### config.mk
export PLATFORM = sky130hd
export DESIGN_NAME = door_motion_controller_top_flat
export DESIGN_NICKNAME = d
export VERILOG_FILES = /design/src/design/dmc_pkg.sv /design/src/design/dmc_req_if.sv /design/src/design/dmc_rsp_if.sv /design/src/design/dmc_cfg_regs.sv /design/src/design/dmc_engine.sv /design/src/design/door_motion_controller_top.sv /design/src/flat_wrapper.sv
export SDC_FILE = /design/constraint.sdc
export NUM_CORES = 1
export LEC_CHECK = 0
export BUFFER_PORTS_ARGS = -buffer_cell sky130_fd_sc_hd__buf_2
export CAP_MARGIN = 40
export CORE_ASPECT_RATIO = 1.2
export CORE_MARGIN = 2
export CORE_UTILIZATION = 61
export DETAILED_ROUTE_END_ITERATION = 12
export PLACE_DENSITY = 0.84
export SLEW_MARGIN = 30
export SYNTH_ARGS = -nofsm -noshare
export SYNTH_HDL_FRONTEND = slang
export SYNTH_SLANG_ARGS = --single-unit
### constraint.sdc
create_clock -name clk -period 6.9 [get_ports clk]
set_input_delay 0.345 -clock clk [delete_from_list [all_inputs] [get_ports clk]]
set_output_delay 0.345 -clock clk [all_outputs]
set_load 0.01 [all_outputs]
### src/design/dmc_pkg.sv
// Shared types and codes for the door motion controller.
`timescale 1ns / 1ps

package dmc_pkg;

  localparam int REQ_W    = 3;
  localparam int DS_W     = 3;
  localparam int PHASE_W  = 3;
  localparam int TIMER_W  = 16;
  localparam int MARGIN_W = 12;
  localparam int TRAVEL_W = 16;

  localparam int CFG_IDX_W  = 2;
  localparam int CFG_DATA_W = 16;

  // Register indexes on the configuration port.
  localparam logic [CFG_IDX_W-1:0] CFG_STUCK_TIMEOUT = 2'd0;
  localparam logic [CFG_IDX_W-1:0] CFG_CALIB_MARGIN  = 2'd1;

  localparam logic [TIMER_W-1:0]  STUCK_TIMEOUT_RST = 16'd2000;
  localparam logic [MARGIN_W-1:0] CALIB_MARGIN_RST  = 12'd100;
  localparam logic [TIMER_W-1:0]  TIMER_MAX         = 16'hFFFF;

  // Request codes.
  localparam logic [REQ_W-1:0] REQ_TICK  = 3'd0;
  localparam logic [REQ_W-1:0] REQ_OPEN  = 3'd1;
  localparam logic [REQ_W-1:0] REQ_CLOSE = 3'd2;
  localparam logic [REQ_W-1:0] REQ_STOP  = 3'd3;
  localparam logic [REQ_W-1:0] REQ_CALIB = 3'd4;

  // Motion phases.
  localparam logic [PHASE_W-1:0] PH_IDLE   = 3'd0;
  localparam logic [PHASE_W-1:0] PH_MARGIN = 3'd1;
  localparam logic [PHASE_W-1:0] PH_DOWN   = 3'd2;
  localparam logic [PHASE_W-1:0] PH_UP     = 3'd3;
  localparam logic [PHASE_W-1:0] PH_OPEN   = 3'd4;
  localparam logic [PHASE_W-1:0] PH_CLOSE  = 3'd5;

  // Door states as reported.
  localparam logic [DS_W-1:0] DS_IDLE    = 3'd0;
  localparam logic [DS_W-1:0] DS_OPENING = 3'd1;
  localparam logic [DS_W-1:0] DS_OPENED  = 3'd2;
  localparam logic [DS_W-1:0] DS_CLOSING = 3'd3;
  localparam logic [DS_W-1:0] DS_CLOSED  = 3'd4;

  typedef struct packed {
    logic [TIMER_W-1:0]  stuck_timeout_ms;
    logic [MARGIN_W-1:0] calib_margin_steps;
  } cfg_t;

  typedef struct packed {
    logic [REQ_W-1:0] req_type;
    logic             upper_pressed;
    logic             lower_pressed;
    logic             encoder_moved;
  } item_t;

  typedef struct packed {
    logic                step_up;
    logic                step_down;
    logic [DS_W-1:0]     door_state;
    logic                is_moving;
    logic                is_calibrated;
    logic                is_stuck;
    logic [TRAVEL_W-1:0] travel_steps;
  } result_t;

endpackage

### src/design/dmc_req_if.sv
// Request channel: one tick item with command and sensor levels.
`timescale 1ns / 1ps

interface dmc_req_if;
  logic       valid;
  logic       ready;
  logic [2:0] req_type;
  logic       upper_pressed;
  logic       lower_pressed;
  logic       encoder_moved;

  modport source (
    output valid, req_type, upper_pressed, lower_pressed, encoder_moved,
    input  ready
  );
  modport sink (
    input  valid, req_type, upper_pressed, lower_pressed, encoder_moved,
    output ready
  );
endinterface

### src/design/dmc_rsp_if.sv
// Response channel: motor steps and door status after each tick.
`timescale 1ns / 1ps

interface dmc_rsp_if;
  logic        valid;
  logic        ready;
  logic        step_up;
  logic        step_down;
  logic [2:0]  door_state;
  logic        is_moving;
  logic        is_calibrated;
  logic        is_stuck;
  logic [15:0] travel_steps;

  modport source (
    output valid, step_up, step_down, door_state, is_moving, is_calibrated,
           is_stuck, travel_steps,
    input  ready
  );
  modport sink (
    input  valid, step_up, step_down, door_state, is_moving, is_calibrated,
           is_stuck, travel_steps,
    output ready
  );
endinterface

### src/design/dmc_cfg_regs.sv
// Configuration registers: stuck timeout and calibration margin.
`timescale 1ns / 1ps

module dmc_cfg_regs import dmc_pkg::*; (
  input  logic                  clk,
  input  logic                  rst,
  input  logic                  wr_en,
  input  logic [CFG_IDX_W-1:0]  index,
  input  logic [CFG_DATA_W-1:0] data,
  output cfg_t                  cfg
);

  always_ff @(posedge clk) begin
    if (rst) begin
      cfg.stuck_timeout_ms   <= STUCK_TIMEOUT_RST;
      cfg.calib_margin_steps <= CALIB_MARGIN_RST;
    end else if (wr_en) begin
      unique case (index)
        CFG_STUCK_TIMEOUT: cfg.stuck_timeout_ms   <= data[TIMER_W-1:0];
        CFG_CALIB_MARGIN:  cfg.calib_margin_steps <= data[MARGIN_W-1:0];
        default: ;  // drop writes to unused indexes
      endcase
    end
  end

endmodule

### src/design/dmc_engine.sv
// Door state, watchdog and step counters with the per-tick update logic.
`timescale 1ns / 1ps

module dmc_engine import dmc_pkg::*; #(
  parameter int STEP_COUNT_BITS = 16
) (
  input  logic    clk,
  input  logic    rst,
  input  logic    en,
  input  item_t   item,
  input  cfg_t    cfg,
  output result_t res
);

  localparam int LimW = (STEP_COUNT_BITS > TRAVEL_W) ? TRAVEL_W : STEP_COUNT_BITS;
  localparam int CntW = (LimW < MARGIN_W) ? MARGIN_W : LimW;
  localparam logic [CntW-1:0] CountLimit = CntW'((33'd1 << LimW) - 33'd1);

  logic [PHASE_W-1:0] phase, phase_next, cmd_phase;
  logic [DS_W-1:0]    door_st, door_st_next, cmd_door_st;
  logic               moving, moving_next, cmd_moving;
  logic               calibrated, calibrated_next;
  logic               stuck, stuck_next;
  logic [TIMER_W-1:0] idle_cnt, idle_cnt_next, cmd_idle_cnt;
  logic [CntW-1:0]    step_cnt, step_cnt_next, cmd_step_cnt;
  logic [CntW-1:0]    travel, travel_next;

  logic [TIMER_W-1:0] wd_cnt;
  logic               wd_hit;
  logic               su, sd;

  // Apply the command first.
  always_comb begin
    cmd_phase    = phase;
    cmd_door_st  = door_st;
    cmd_moving   = moving;
    cmd_idle_cnt = idle_cnt;
    cmd_step_cnt = step_cnt;
    unique case (item.req_type)
      REQ_OPEN: begin
        cmd_phase    = PH_OPEN;
        cmd_door_st  = DS_OPENING;
        cmd_moving   = 1'b1;
        cmd_idle_cnt = '0;
      end
      REQ_CLOSE: begin
        cmd_phase    = PH_CLOSE;
        cmd_door_st  = DS_CLOSING;
        cmd_moving   = 1'b1;
        cmd_idle_cnt = '0;
      end
      REQ_STOP: begin
        cmd_phase    = PH_IDLE;
        cmd_moving   = 1'b0;
        cmd_idle_cnt = '0;
      end
      REQ_CALIB: begin
        cmd_moving   = 1'b1;
        cmd_idle_cnt = '0;
        if (item.lower_pressed && (cfg.calib_margin_steps != '0)) begin
          cmd_phase    = PH_MARGIN;
          cmd_step_cnt = CntW'(cfg.calib_margin_steps);
        end else begin
          cmd_phase = PH_DOWN;
        end
      end
      default: ;  // tick only, unknown codes too
    endcase
  end

  // Watchdog candidate count for a driving tick.
  assign wd_cnt = item.encoder_moved ? '0 :
                  ((cmd_idle_cnt == TIMER_MAX) ? cmd_idle_cnt
                                               : cmd_idle_cnt + TIMER_W'(1));
  assign wd_hit = (wd_cnt >= cfg.stuck_timeout_ms);

  // Then advance the active phase by at most one step.
  always_comb begin
    phase_next      = cmd_phase;
    door_st_next    = cmd_door_st;
    moving_next     = cmd_moving;
    calibrated_next = calibrated;
    stuck_next      = stuck;
    idle_cnt_next   = cmd_idle_cnt;
    step_cnt_next   = cmd_step_cnt;
    travel_next     = travel;
    su              = 1'b0;
    sd              = 1'b0;

    unique case (cmd_phase)
      PH_OPEN, PH_CLOSE, PH_DOWN, PH_UP: begin
        if ((cmd_phase == PH_OPEN) && item.upper_pressed) begin
          door_st_next = DS_OPENED;
          moving_next  = 1'b0;
          phase_next   = PH_IDLE;
        end else if ((cmd_phase == PH_CLOSE) && item.lower_pressed) begin
          door_st_next = DS_CLOSED;
          moving_next  = 1'b0;
          phase_next   = PH_IDLE;
        end else if ((cmd_phase == PH_DOWN) && item.lower_pressed) begin
          phase_next    = PH_UP;
          step_cnt_next = '0;
        end else if ((cmd_phase == PH_UP) && item.upper_pressed) begin
          travel_next     = cmd_step_cnt;
          calibrated_next = 1'b1;
          stuck_next      = 1'b0;
          door_st_next    = DS_OPENED;
          moving_next     = 1'b0;
          phase_next      = PH_IDLE;
        end else if (wd_hit) begin
          moving_next     = 1'b0;
          stuck_next      = 1'b1;
          calibrated_next = 1'b0;
          phase_next      = PH_IDLE;
          idle_cnt_next   = '0;
        end else begin
          idle_cnt_next = wd_cnt;
          su = (cmd_phase == PH_OPEN) || (cmd_phase == PH_UP);
          sd = (cmd_phase == PH_CLOSE) || (cmd_phase == PH_DOWN);
          if ((cmd_phase == PH_UP) && (cmd_step_cnt < CountLimit)) begin
            step_cnt_next = cmd_step_cnt + CntW'(1);
          end
        end
      end
      PH_MARGIN: begin
        su = 1'b1;
        if (cmd_step_cnt != '0) begin
          step_cnt_next = cmd_step_cnt - CntW'(1);
        end
        if (step_cnt_next == '0) begin
          phase_next = PH_DOWN;
        end
      end
      default: begin
        phase_next    = PH_IDLE;
        moving_next   = 1'b0;
        idle_cnt_next = '0;
      end
    endcase
  end

  always_ff @(posedge clk) begin
    if (rst) begin
      phase      <= PH_IDLE;
      door_st    <= DS_IDLE;
      moving     <= 1'b0;
      calibrated <= 1'b0;
      stuck      <= 1'b0;
      idle_cnt   <= '0;
      step_cnt   <= '0;
      travel     <= '0;
    end else if (en) begin
      phase      <= phase_next;
      door_st    <= door_st_next;
      moving     <= moving_next;
      calibrated <= calibrated_next;
      stuck      <= stuck_next;
      idle_cnt   <= idle_cnt_next;
      step_cnt   <= step_cnt_next;
      travel     <= travel_next;
    end
  end

  always_comb begin
    res.step_up       = su;
    res.step_down     = sd;
    res.door_state    = door_st_next;
    res.is_moving     = moving_next;
    res.is_calibrated = calibrated_next;
    res.is_stuck      = stuck_next;
    res.travel_steps  = TRAVEL_W'(travel_next);
  end

endmodule

### src/design/door_motion_controller_top.sv
// Top level of the door motion controller: input stage, engine, result stage.
// A request is captured in the input register and its response in the result
//   register; a stalled result stage holds the item in the input stage.
// Throughput: one tick item per cycle unless rsp.ready stalls; the tick update
//   is one pass through the engine logic between input and result registers.
// Reset (rst, synchronous): door idle, not moving, uncalibrated, not stuck,
//   counters zero, timeout 2000 and calibration margin 100.
`timescale 1ns / 1ps

module door_motion_controller_top import dmc_pkg::*; #(
  parameter int STEP_COUNT_BITS = 16
) (
  input  logic                  clk,
  input  logic                  rst,
  input  logic                  cfg_wr_en,
  input  logic [CFG_IDX_W-1:0]  cfg_index,
  input  logic [CFG_DATA_W-1:0] cfg_data,
  dmc_req_if.sink               req,
  dmc_rsp_if.source             rsp
);

  cfg_t    cfg;
  item_t   in_item;
  logic    in_valid;
  logic    advance;
  result_t eng_res;
  result_t out_res;
  logic    out_valid;

  dmc_cfg_regs u_cfg (
    .clk   (clk),
    .rst   (rst),
    .wr_en (cfg_wr_en),
    .index (cfg_index),
    .data  (cfg_data),
    .cfg   (cfg)
  );

  // Move the held item through the engine whenever the result stage
  // is empty or its content is being transferred out this cycle.
  assign advance   = in_valid && (!out_valid || rsp.ready);
  assign req.ready = !in_valid || advance;

  // Input stage: capture a request on transfer.
  always_ff @(posedge clk) begin
    if (rst) begin
      in_valid <= 1'b0;
    end else if (req.ready) begin
      in_valid <= req.valid;
    end
  end

  always_ff @(posedge clk) begin
    if (req.valid && req.ready) begin
      in_item.req_type      <= req.req_type;
      in_item.upper_pressed <= req.upper_pressed;
      in_item.lower_pressed <= req.lower_pressed;
      in_item.encoder_moved <= req.encoder_moved;
    end
  end

  // Engine: applies the command, runs the phase and watchdog, commits
  // state only when the item advances.
  dmc_engine #(
    .STEP_COUNT_BITS (STEP_COUNT_BITS)
  ) u_engine (
    .clk  (clk),
    .rst  (rst),
    .en   (advance),
    .item (in_item),
    .cfg  (cfg),
    .res  (eng_res)
  );

  // Result stage: hold the response until it is taken.
  always_ff @(posedge clk) begin
    if (rst) begin
      out_valid <= 1'b0;
    end else if (advance) begin
      out_valid <= 1'b1;
    end else if (rsp.ready) begin
      out_valid <= 1'b0;
    end
  end

  always_ff @(posedge clk) begin
    if (advance) begin
      out_res <= eng_res;
    end
  end

  assign rsp.valid         = out_valid;
  assign rsp.step_up       = out_res.step_up;
  assign rsp.step_down     = out_res.step_down;
  assign rsp.door_state    = out_res.door_state;
  assign rsp.is_moving     = out_res.is_moving;
  assign rsp.is_calibrated = out_res.is_calibrated;
  assign rsp.is_stuck      = out_res.is_stuck;
  assign rsp.travel_steps  = out_res.travel_steps;

  // The motor never gets both directions in one tick.
  assert property (@(posedge clk) disable iff (rst)
    out_valid |-> !(out_res.step_up && out_res.step_down))
    else $error("step up and step down issued together");

  // Any step belongs to a motion that is still in progress.
  assert property (@(posedge clk) disable iff (rst)
    (out_valid && (out_res.step_up || out_res.step_down)) |-> out_res.is_moving)
    else $error("step issued while not moving");

  // Stuck clears calibration and calibration clears stuck.
  assert property (@(posedge clk) disable iff (rst)
    out_valid |-> !(out_res.is_stuck && out_res.is_calibrated))
    else $error("stuck and calibrated reported together");

  // An item waiting on a full, stalled result stage stays in the input stage.
  assert property (@(posedge clk) disable iff (rst)
    (in_valid && out_valid && !rsp.ready) |=> in_valid)
    else $error("input item lost under stall");

endmodule
### src/flat_wrapper.sv
// flat-port wrapper written by rule: the top's interface ports become plain ports
module door_motion_controller_top_flat import dmc_pkg::*;
#(
  parameter int STEP_COUNT_BITS = 16
)
  (clk, rst, cfg_wr_en, cfg_index, cfg_data, req_valid, req_req_type, req_upper_pressed, req_lower_pressed, req_encoder_moved, req_ready, rsp_valid, rsp_step_up, rsp_step_down, rsp_door_state, rsp_is_moving, rsp_is_calibrated, rsp_is_stuck, rsp_travel_steps, rsp_ready);
  dmc_req_if req_i ();
  dmc_rsp_if rsp_i ();
  input  logic clk;
  input  logic rst;
  input  logic cfg_wr_en;
  input  logic [CFG_IDX_W-1:0] cfg_index;
  input  logic [CFG_DATA_W-1:0] cfg_data;
  input wire logic [$bits(req_i.valid)-1:0] req_valid;
  input wire logic [$bits(req_i.req_type)-1:0] req_req_type;
  input wire logic [$bits(req_i.upper_pressed)-1:0] req_upper_pressed;
  input wire logic [$bits(req_i.lower_pressed)-1:0] req_lower_pressed;
  input wire logic [$bits(req_i.encoder_moved)-1:0] req_encoder_moved;
  output wire logic [$bits(req_i.ready)-1:0] req_ready;
  output wire logic [$bits(rsp_i.valid)-1:0] rsp_valid;
  output wire logic [$bits(rsp_i.step_up)-1:0] rsp_step_up;
  output wire logic [$bits(rsp_i.step_down)-1:0] rsp_step_down;
  output wire logic [$bits(rsp_i.door_state)-1:0] rsp_door_state;
  output wire logic [$bits(rsp_i.is_moving)-1:0] rsp_is_moving;
  output wire logic [$bits(rsp_i.is_calibrated)-1:0] rsp_is_calibrated;
  output wire logic [$bits(rsp_i.is_stuck)-1:0] rsp_is_stuck;
  output wire logic [$bits(rsp_i.travel_steps)-1:0] rsp_travel_steps;
  input wire logic [$bits(rsp_i.ready)-1:0] rsp_ready;
  assign req_i.valid = req_valid;
  assign req_i.req_type = req_req_type;
  assign req_i.upper_pressed = req_upper_pressed;
  assign req_i.lower_pressed = req_lower_pressed;
  assign req_i.encoder_moved = req_encoder_moved;
  assign req_ready = req_i.ready;
  assign rsp_valid = rsp_i.valid;
  assign rsp_step_up = rsp_i.step_up;
  assign rsp_step_down = rsp_i.step_down;
  assign rsp_door_state = rsp_i.door_state;
  assign rsp_is_moving = rsp_i.is_moving;
  assign rsp_is_calibrated = rsp_i.is_calibrated;
  assign rsp_is_stuck = rsp_i.is_stuck;
  assign rsp_travel_steps = rsp_i.travel_steps;
  assign rsp_i.ready = rsp_ready;
  door_motion_controller_top #(.STEP_COUNT_BITS(STEP_COUNT_BITS)) u_core (.clk(clk), .rst(rst), .cfg_wr_en(cfg_wr_en), .cfg_index(cfg_index), .cfg_data(cfg_data), .req(req_i), .rsp(rsp_i));
endmodule
==> run metrics, run 1 <==
critical path data arrival time=6.11 ns; Net Switching=0.536 mW; Hold Violations, Final=0; RSZ-0062 raised after global routing=no; Area growth, synth to finish=12.4%; Worst R2R Start=u_core.in_item[3]$_DFFE_PP_; post-layout min period=5.83 ns; crit path kind=flop to flop; register area share after synthesis=0.357; post-CTS setup buffers=0; ys async rst share=0; switch share=0.284; drt wl/cell=18.5 µm; Reg2Reg Setup Slack=1.07 ns; GR Util All Layers=0.323; Worst-Skew Late Latency=0.42 ns; Clock Sinks=117; Multi-input gate area=0.00445 mm²; largest fanout on the critical path=14; routed vias=7310; num ports=55; Reg clk slew, reported paths=0.05 ns; DRT iter0 DRCs=655; Design Power=1.89 mW; cell depth of the worst flop-to-flop path=21; cells after synthesis=924; Internal=1.35 mW; final cycle utilization of the critical path=0.844; post_cts resized=0; CP endpoint kind=flop; final setup TNS=0 ns; final WL=20.9 mm; syn avg cell area=8.01 µm²; max-slew violations=0; initial antenna violation count=0; WHS Endpoint=u_core.in_item[2]$_DFFE_PP_; Synth top area share=0.235; Pre-Repair DR Iteration Count=7; Synth area leader=dfxtp_1; Rows=44; largest cells by area after synthesis=dfxtp_1 24%, edfxtp_1 12%, nand2_1 8.5%; pin count of the biggest net entering global routing=71; GRT overflow=0; Detailed Place HPWL=14.6 mm; Data required, critical path=7.18 ns; Root Driver=clkbuf_16; htree depth=4; fraction of layout cells with a size suffix above 1=0.127; Clk pwr share=0.437; Die Y=125 µm; Worst Setup Start Kind=flop; clk_skew=0.00526 ns; Syn Nets=972; Die Area=0.0130 mm²; outcome=completed; yosys warns=0; synthesized area=0.00741 mm²; PD cells=227 mW/mm²; vias per std cell=6.46; sequential share of power=0.402; f_max=172 MHz; die width=105 µm; Post-synth EDFFs=30; synth unique cells=84; Hold Slack=0.0945 ns; Gate power share=0.161; post-synthesis register bit count=117; clk buf depth=2; vias in the first global route=6875; Hold Buf Count CTS=0; worst rel slew slack=0.432; register area=0.00264 mm²; Layout Nets=1005; actual slew at the worst max-slew pin=0.831 ns; global-route wire length before repair=33.8 mm; hold wc startpoint=req_upper_pressed; Hold Crit Class=input pin to flop; CTS tree=done; Final setup viols=0; maximum VDD drop=0.167 mV; antenna-violating nets left=0; total CTS buffers=17; CORE AREA=0.0120 mm²; worst r2r dst=u_core.u_engine.step_cnt[14]$_SDFFE_PP0P_; main flop type after synthesis=dfxtp_1; antenna cells=0; final-layout fill cell count=1032; Pleak=3.03 nW; GPL Wtd Cong=1.01; final routed DRC violation total=0; initial core utilization=0.617; PortBufs=54; WHS Path Cells=1; Max-cap violations=0
[how the worst max path moves through the flow]
stage / start / to / slack (ns) / depth (start not counted)
after floorplan: u_core.in_item[3]$_DFFE_PP_ / u_core.u_engine.step_cnt[10]$_SDFFE_PP0P_ / 1.81 / 21
after global placement: u_core.in_item[3]$_DFFE_PP_ / u_core.u_engine.step_cnt[4]$_SDFFE_PP0P_ / 1.45 / 21
after detailed placement: u_core.in_item[3]$_DFFE_PP_ / u_core.u_engine.step_cnt[14]$_SDFFE_PP0P_ / 1.22 / 21
after CTS: u_core.in_item[3]$_DFFE_PP_ / u_core.u_engine.step_cnt[14]$_SDFFE_PP0P_ / 1.21 / 21
after global routing: u_core.in_item[3]$_DFFE_PP_ / u_core.u_engine.step_cnt[14]$_SDFFE_PP0P_ / 0.58 / 21
final: u_core.in_item[3]$_DFFE_PP_ / u_core.u_engine.step_cnt[14]$_SDFFE_PP0P_ / 1.07 / 21
[sequential cells by signal, indices dropped and copies added (netlist names)]
name	cells
u_core.in_item	6
u_core.in_valid	1
u_core.rsp.door_state	3
u_core.rsp.is_calibrated	1
u_core.rsp.is_moving	1
u_core.rsp.is_stuck	1
u_core.rsp.step_down	1
u_core.rsp.step_up	1
u_core.rsp.travel_steps	16
u_core.rsp.valid	1
u_core.u_cfg.cfg	28
u_core.u_engine.calibrated	1
u_core.u_engine.door_st	3
u_core.u_engine.idle_cnt	16
u_core.u_engine.moving	1
u_core.u_engine.phase	3
u_core.u_engine.step_cnt	16
u_core.u_engine.stuck	1
u_core.u_engine.travel	16
[cell usage in the layout (no fill, tap or decap), types with 6 or more instances in the layout]
cell type / synthesis / routed
nand2_1: 167 / 167
dfxtp_1: 87 / 87
a21oi_1: 85 / 85
nor2_1: 56 / 56
buf_2: 3 / 54
o21ai_0: 50 / 50
nand3_1: 34 / 34
inv_1: 32 / 31
edfxtp_1: 30 / 30
nand4_1: 19 / 19
mux2i_1: 19 / 19
ha_1: 19 / 19
nor4_1: 18 / 18
clkbuf_16: 0 / 17
or3_1: 16 / 16
nor3_1: 16 / 16
and3_1: 15 / 15
a211oi_1: 14 / 14
xnor2_1: 13 / 13
a22o_1: 12 / 12
o211ai_1: 10 / 10
nor3b_1: 11 / 9
xor2_1: 9 / 9
or4_1: 8 / 8
nand2b_1: 8 / 8
buf_4: 2 / 8
a21o_1: 6 / 6
and2_1: 6 / 6
a311oi_1: 6 / 6
[synth_stat cells (4+ instances only)]
| cell | number |
|---|---|
| a211oi_1 | 14 |
| a21o_1 | 6 |
| a21oi_1 | 85 |
| a221oi_1 | 4 |
| a22o_1 | 12 |
| a22oi_1 | 4 |
| a311oi_1 | 6 |
| a31oi_1 | 4 |
| and2_1 | 6 |
| and3_1 | 15 |
| buf_1 | 5 |
| clkbuf_1 | 39 |
| dfxtp_1 | 87 |
| edfxtp_1 | 30 |
| ha_1 | 19 |
| inv_1 | 32 |
| mux2i_1 | 19 |
| nand2_1 | 167 |
| nand2b_1 | 8 |
| nand3_1 | 34 |
| nand4_1 | 19 |
| nor2_1 | 56 |
| nor2b_1 | 5 |
| nor3_1 | 16 |
| nor3b_1 | 11 |
| nor4_1 | 18 |
| nor4_4 | 4 |
| o211ai_1 | 10 |
| o21a_1 | 4 |
| o21ai_0 | 50 |
| o22ai_1 | 5 |
| o31ai_1 | 5 |
| or2_2 | 4 |
| or3_1 | 16 |
| or4_1 | 8 |
| xnor2_1 | 13 |
| xor2_1 | 9 |
[layout make-up]
cell class / count / share of cell area
multi-input combinational: 723 / 0.535
clock buffer: 19 / 0.0520
clock inverter: 13 / 0.0138
timing repair buffer: 65 / 0.0430
inverter: 33 / 0.0149
tap: 161 / 0.0242
sequential: 117 / 0.317
[kinds of logic (layout without fill, tap and decap cells)]
family,count (synthesis),after routing,synth area share
flip-flops,117,117,0.357
AO/OA/AOI/OAI,254,254,0.229
AND/OR/NAND/NOR,406,406,0.279
buffers and inverters,84,130,0.0461
multiplexers,22,22,0.0302
XOR/XNOR,22,22,0.0260
adder cells (fa/ha/maj),19,19,0.0321
[routing by layer]
layer / vias up / part of all wire / global-route usage / wire (µm)
li1: 3479 / - / - / -
met5: - / 0 / 0 / 0
met2: 414 / 0.48 / 0.536 / 9940
met4: 0 / 0.047 / 0.172 / 975
met1: 3337 / 0.39 / 0.398 / 8090
met3: 80 / 0.089 / 0.0586 / 1860
[metrics by stage]
stage                util  instances  instance area (µm²)  setup slack [ns]
floorplan               -        924                 7410              1.81
global placement    0.645       1095                 7740              1.45
detailed placement  0.646       1096                 7750              1.22
CTS                 0.692       1128                 8300              1.21
global route        0.694       1131                 8330             0.577
finish              0.694       1131                 8330              1.07
[power groups by stage]
stage | clock network (mW) | logic [mW] | registers (mW)
after floorplan | 0 | 0.218 | 0.762
after global placement | 0 | 0.291 | 0.771
after detailed placement | 0 | 0.293 | 0.771
after CTS | 0.832 | 0.295 | 0.758
after global routing | 0.866 | 0.329 | 0.761
final | 0.827 | 0.304 | 0.759
[worst max-delay path, cell delays in order (launching register included)]
cell      delay [ns]
edfxtp_1        0.59
or3_1           0.50
nand2_1         0.35
and2_1          0.25
ha_1            0.23
nand4_1         0.18
a211oi_1        0.58
a21oi_1         0.26
nand2_1         0.25
nor4_1          0.09
xnor2_1         0.14
nor2_1          0.16
ha_1            0.28
nand4_1         0.14
or3_1           0.13
o211ai_1        0.10
a211oi_1        0.25
buf_4           0.23
nand3_2         0.18
nor4_1          0.45
mux2i_1         0.23
o22ai_1         0.09
(Power assumes the default switching activity.)
==> run 2: changes to the inputs <==
--- a/config.mk
+++ b/config.mk
@@ -5,13 +5,14 @@
 export SDC_FILE = /design/constraint.sdc
 export NUM_CORES = 1
 export LEC_CHECK = 0
+export ABC_AREA = 1
 export BUFFER_PORTS_ARGS = -buffer_cell sky130_fd_sc_hd__buf_2
 export CAP_MARGIN = 40
 export CORE_ASPECT_RATIO = 1.2
 export CORE_MARGIN = 2
-export CORE_UTILIZATION = 61
+export CORE_UTILIZATION = 55
 export DETAILED_ROUTE_END_ITERATION = 12
-export PLACE_DENSITY = 0.84
+export PLACE_DENSITY = 0.8
 export SLEW_MARGIN = 30
 export SYNTH_ARGS = -nofsm -noshare
 export SYNTH_HDL_FRONTEND = slang
==> constraint.sdc (replaced) <==
create_clock -name clk -period 5.11 [get_ports clk]
set_input_delay 0.2555 -clock clk [delete_from_list [all_inputs] [get_ports clk]]
set_output_delay 0.2555 -clock clk [all_outputs]
set_load 0.01 [all_outputs]
==> run metrics, run 2 <==
ys async rst share=0 (unchanged); final routed DRC violation total=0 (unchanged); Hold Slack=0.00917 ns (-0.0854 ns); max reg flops=28 (unchanged); Synth top cells by count=233 x nand2_1, 136 x inv_1, 114 x nor2_1; RSZ-0062 raised after global routing=no; Multi-input gate area=0.00418 mm² (-6.1%); utilization after layout=0.623 (-0.0709); htree depth=4 (unchanged); Reg clk slew, reported paths=0.06 ns (about the same); Hold Buf Count CTS=0 (unchanged); GPL Wtd Cong=0.945 (-6.1%); Synth top area share=0.228 (-0.00758); Final setup viols=0 (unchanged); Syn Nets=1173 (+21%); clk buf depth=2 (unchanged); pin count of the biggest net entering global routing=68 (-4.2%); Layout Nets=1203 (+20%); Data required, critical path=5.47 ns (-1.71 ns); global-route wire length before repair=33.4 mm (-1.1%); Worst-Skew Late Latency=0.42 ns (about the same); die width=112 µm (+6.8%); post-layout min period=4.67 ns (-1.16 ns); Pre-Repair DR Iteration Count=6 (-1); final setup TNS=0 ns (unchanged); post-synthesis register bit count=117 (unchanged); CORE AREA=0.0137 mm² (+14%); synth unique cells=49 (-42%); maximum VDD drop=0.219 mV (+31%); largest fanout on the critical path=17 (+3); fraction of layout cells with a size suffix above 1=0.155 (+0.0283); largest cells by area after synthesis=dfxtp_1 23%, edfxtp_1 12%, nand2_1 11%; num ports=55 (unchanged); antenna-violating nets left=0 (unchanged); Worst Setup Start Kind=flop; cells after synthesis=1125 (+22%); crit path kind=flop to flop; commonest cells after routing, fill and taps aside=233 x nand2_1, 136 x inv_1, 112 x nor2_1; Root Driver=clkbuf_16; PortBufs=54 (unchanged); Post-synth EDFFs=30 (unchanged); yosys warns=0 (unchanged); antenna cells=0 (unchanged); worst rel slew slack=0.486 (+0.0544); Largest Register=u_core.u_cfg.cfg; syn avg cell area=6.80 µm² (-15%); DRT iter0 DRCs=512 (-22%); outcome=completed; Max-cap violations=0 (unchanged); CP most frequent cell=nand2_1; vias per std cell=5.62 (-13%); actual slew at the worst max-slew pin=0.770 ns (-0.0609 ns); Pleak=3.96 nW (+31%); Rows=47 (+6.8%); Worst path slowest cell=edfxtp_1; routed vias=7516 (+2.8%); vias in the first global route=7071 (+2.9%); most common cell in the netlist=nand2_1; register area share after synthesis=0.345 (-0.0115); main flop type after synthesis=dfxtp_1; Die Y=133 µm (+6.8%); CP endpoint kind=flop; Hold Crit Class=input pin to flop; register area=0.00264 mm² (unchanged); total CTS buffers=17 (unchanged); GRT overflow=0 (unchanged); drt wl/cell=15.2 µm (-18%); initial core utilization=0.558 (-0.0586); synthesized area=0.00765 mm² (+3.3%); Hold Violations, Final=0 (unchanged); Synth area leader=dfxtp_1; clk_skew=0.0118 ns (+0.00655 ns); most common library cell in the layout ignoring fill and taps=nand2_1; post_cts resized=0 (unchanged); f_max=214 MHz (+25%); initial antenna violation count=0 (unchanged); critical path's largest stage delay=0.46 ns (-0.13 ns); CTS tree=done; post-CTS setup buffers=0 (unchanged); GR Util All Layers=0.275 (-0.0483); final cycle utilization of the critical path=0.913 (+0.0689); max-slew violations=0 (unchanged); Detailed Place HPWL=14.0 mm (-3.8%); Clock Sinks=117 (unchanged); Die Area=0.0149 mm² (+14%); critical path data arrival time=5.02 ns (-1.09 ns); final-layout fill cell count=1259 (+22%); final WL=20.3 mm (-2.6%); Area growth, synth to finish=11.5%; PD cells=325 mW/mm² (+43%)
==> run 2: cell count changes after synthesis, moves of 28 or more <==
cell     delta
nand2_1    +66
nand3_1    +30
inv_1     +104
o21ai_0    +55
nor2_1     +58
nand2_2    +28
==> run 2: cell type report <==
type                    count  area share
clock buffers              26      0.0661
clock inverters             5     0.00367
inverters                 153      0.0676
multi-input cells         805       0.490
flip-flops and latches    117       0.310
well taps                 171      0.0251
repair buffers             61      0.0378
==> run 2: worst max-delay path: cells and delay by family, from the launching register on <==
kind	cells	cell delay, ns
buf+inv	6	0.69
fa+ha+maj	2	0.48
flops	1	0.46
simple gates	17	2.05
compound gates	5	0.90
==> run 2: routing by layer <==
metal,track usage,routed length (µm)
met1,0.342,8620
met3,0.0487,1180
met5,0,0
met4,0.111,638
met2,0.472,9900
==> run 2: path summary, 6_finish.rpt <==
check	from	endpoint	slack, ns	cells after the start
worst max-delay path	u_core.in_item[4]$_DFFE_PP_	u_core.u_engine.idle_cnt[5]$_SDFFE_PP0P_	0.44	30
worst min-delay path	req_req_type[1]	u_core.in_item[4]$_DFFE_PP_	0.009	1
worst max register to register	u_core.in_item[4]$_DFFE_PP_	u_core.u_engine.idle_cnt[5]$_SDFFE_PP0P_	0.44	30
worst min register to register	u_core.u_cfg.cfg[23]$_SDFFE_PP0P_	u_core.u_cfg.cfg[23]$_SDFFE_PP0P_	0.46	2
==> run 2: power breakdown <==
| group | total (mW) | leakage [nW] | internal [mW] | switching [mW] |
|---|---|---|---|---|
| logic | 0.546 | 2.66 | 0.163 | 0.383 |
| clock network | 1.18 | 0.293 | 0.757 | 0.424 |
| registers | 1.04 | 1.00 | 1.01 | 0.0312 |
==> run 2: logic make-up (layout without fill, tap and decap cells) <==
group / count (synthesis) / in the layout / share of synthesized area
buffers and inverters: 203 / 245 / 0.111
adder cells (fa/ha/maj): 19 / 19 / 0.0311
AO/OA/AOI/OAI: 257 / 257 / 0.186
XOR/XNOR: 9 / 9 / 0.0103
flip-flops: 117 / 117 / 0.345
AND/OR/NAND/NOR: 520 / 520 / 0.316
==> run 2: stage by stage <==
step | setup slack (ns) | cell area, µm² | instances | power [mW]
floorplan | 1.23 | 7650 | 1125 | 1.46
global placement | 0.437 | 7910 | 1307 | 1.58
detailed placement | 0.257 | 7920 | 1307 | 1.59
CTS | 0.216 | 8510 | 1338 | 2.77
global route | 0.00721 | 8530 | 1338 | 2.88
finish | 0.444 | 8530 | 1338 | 2.77
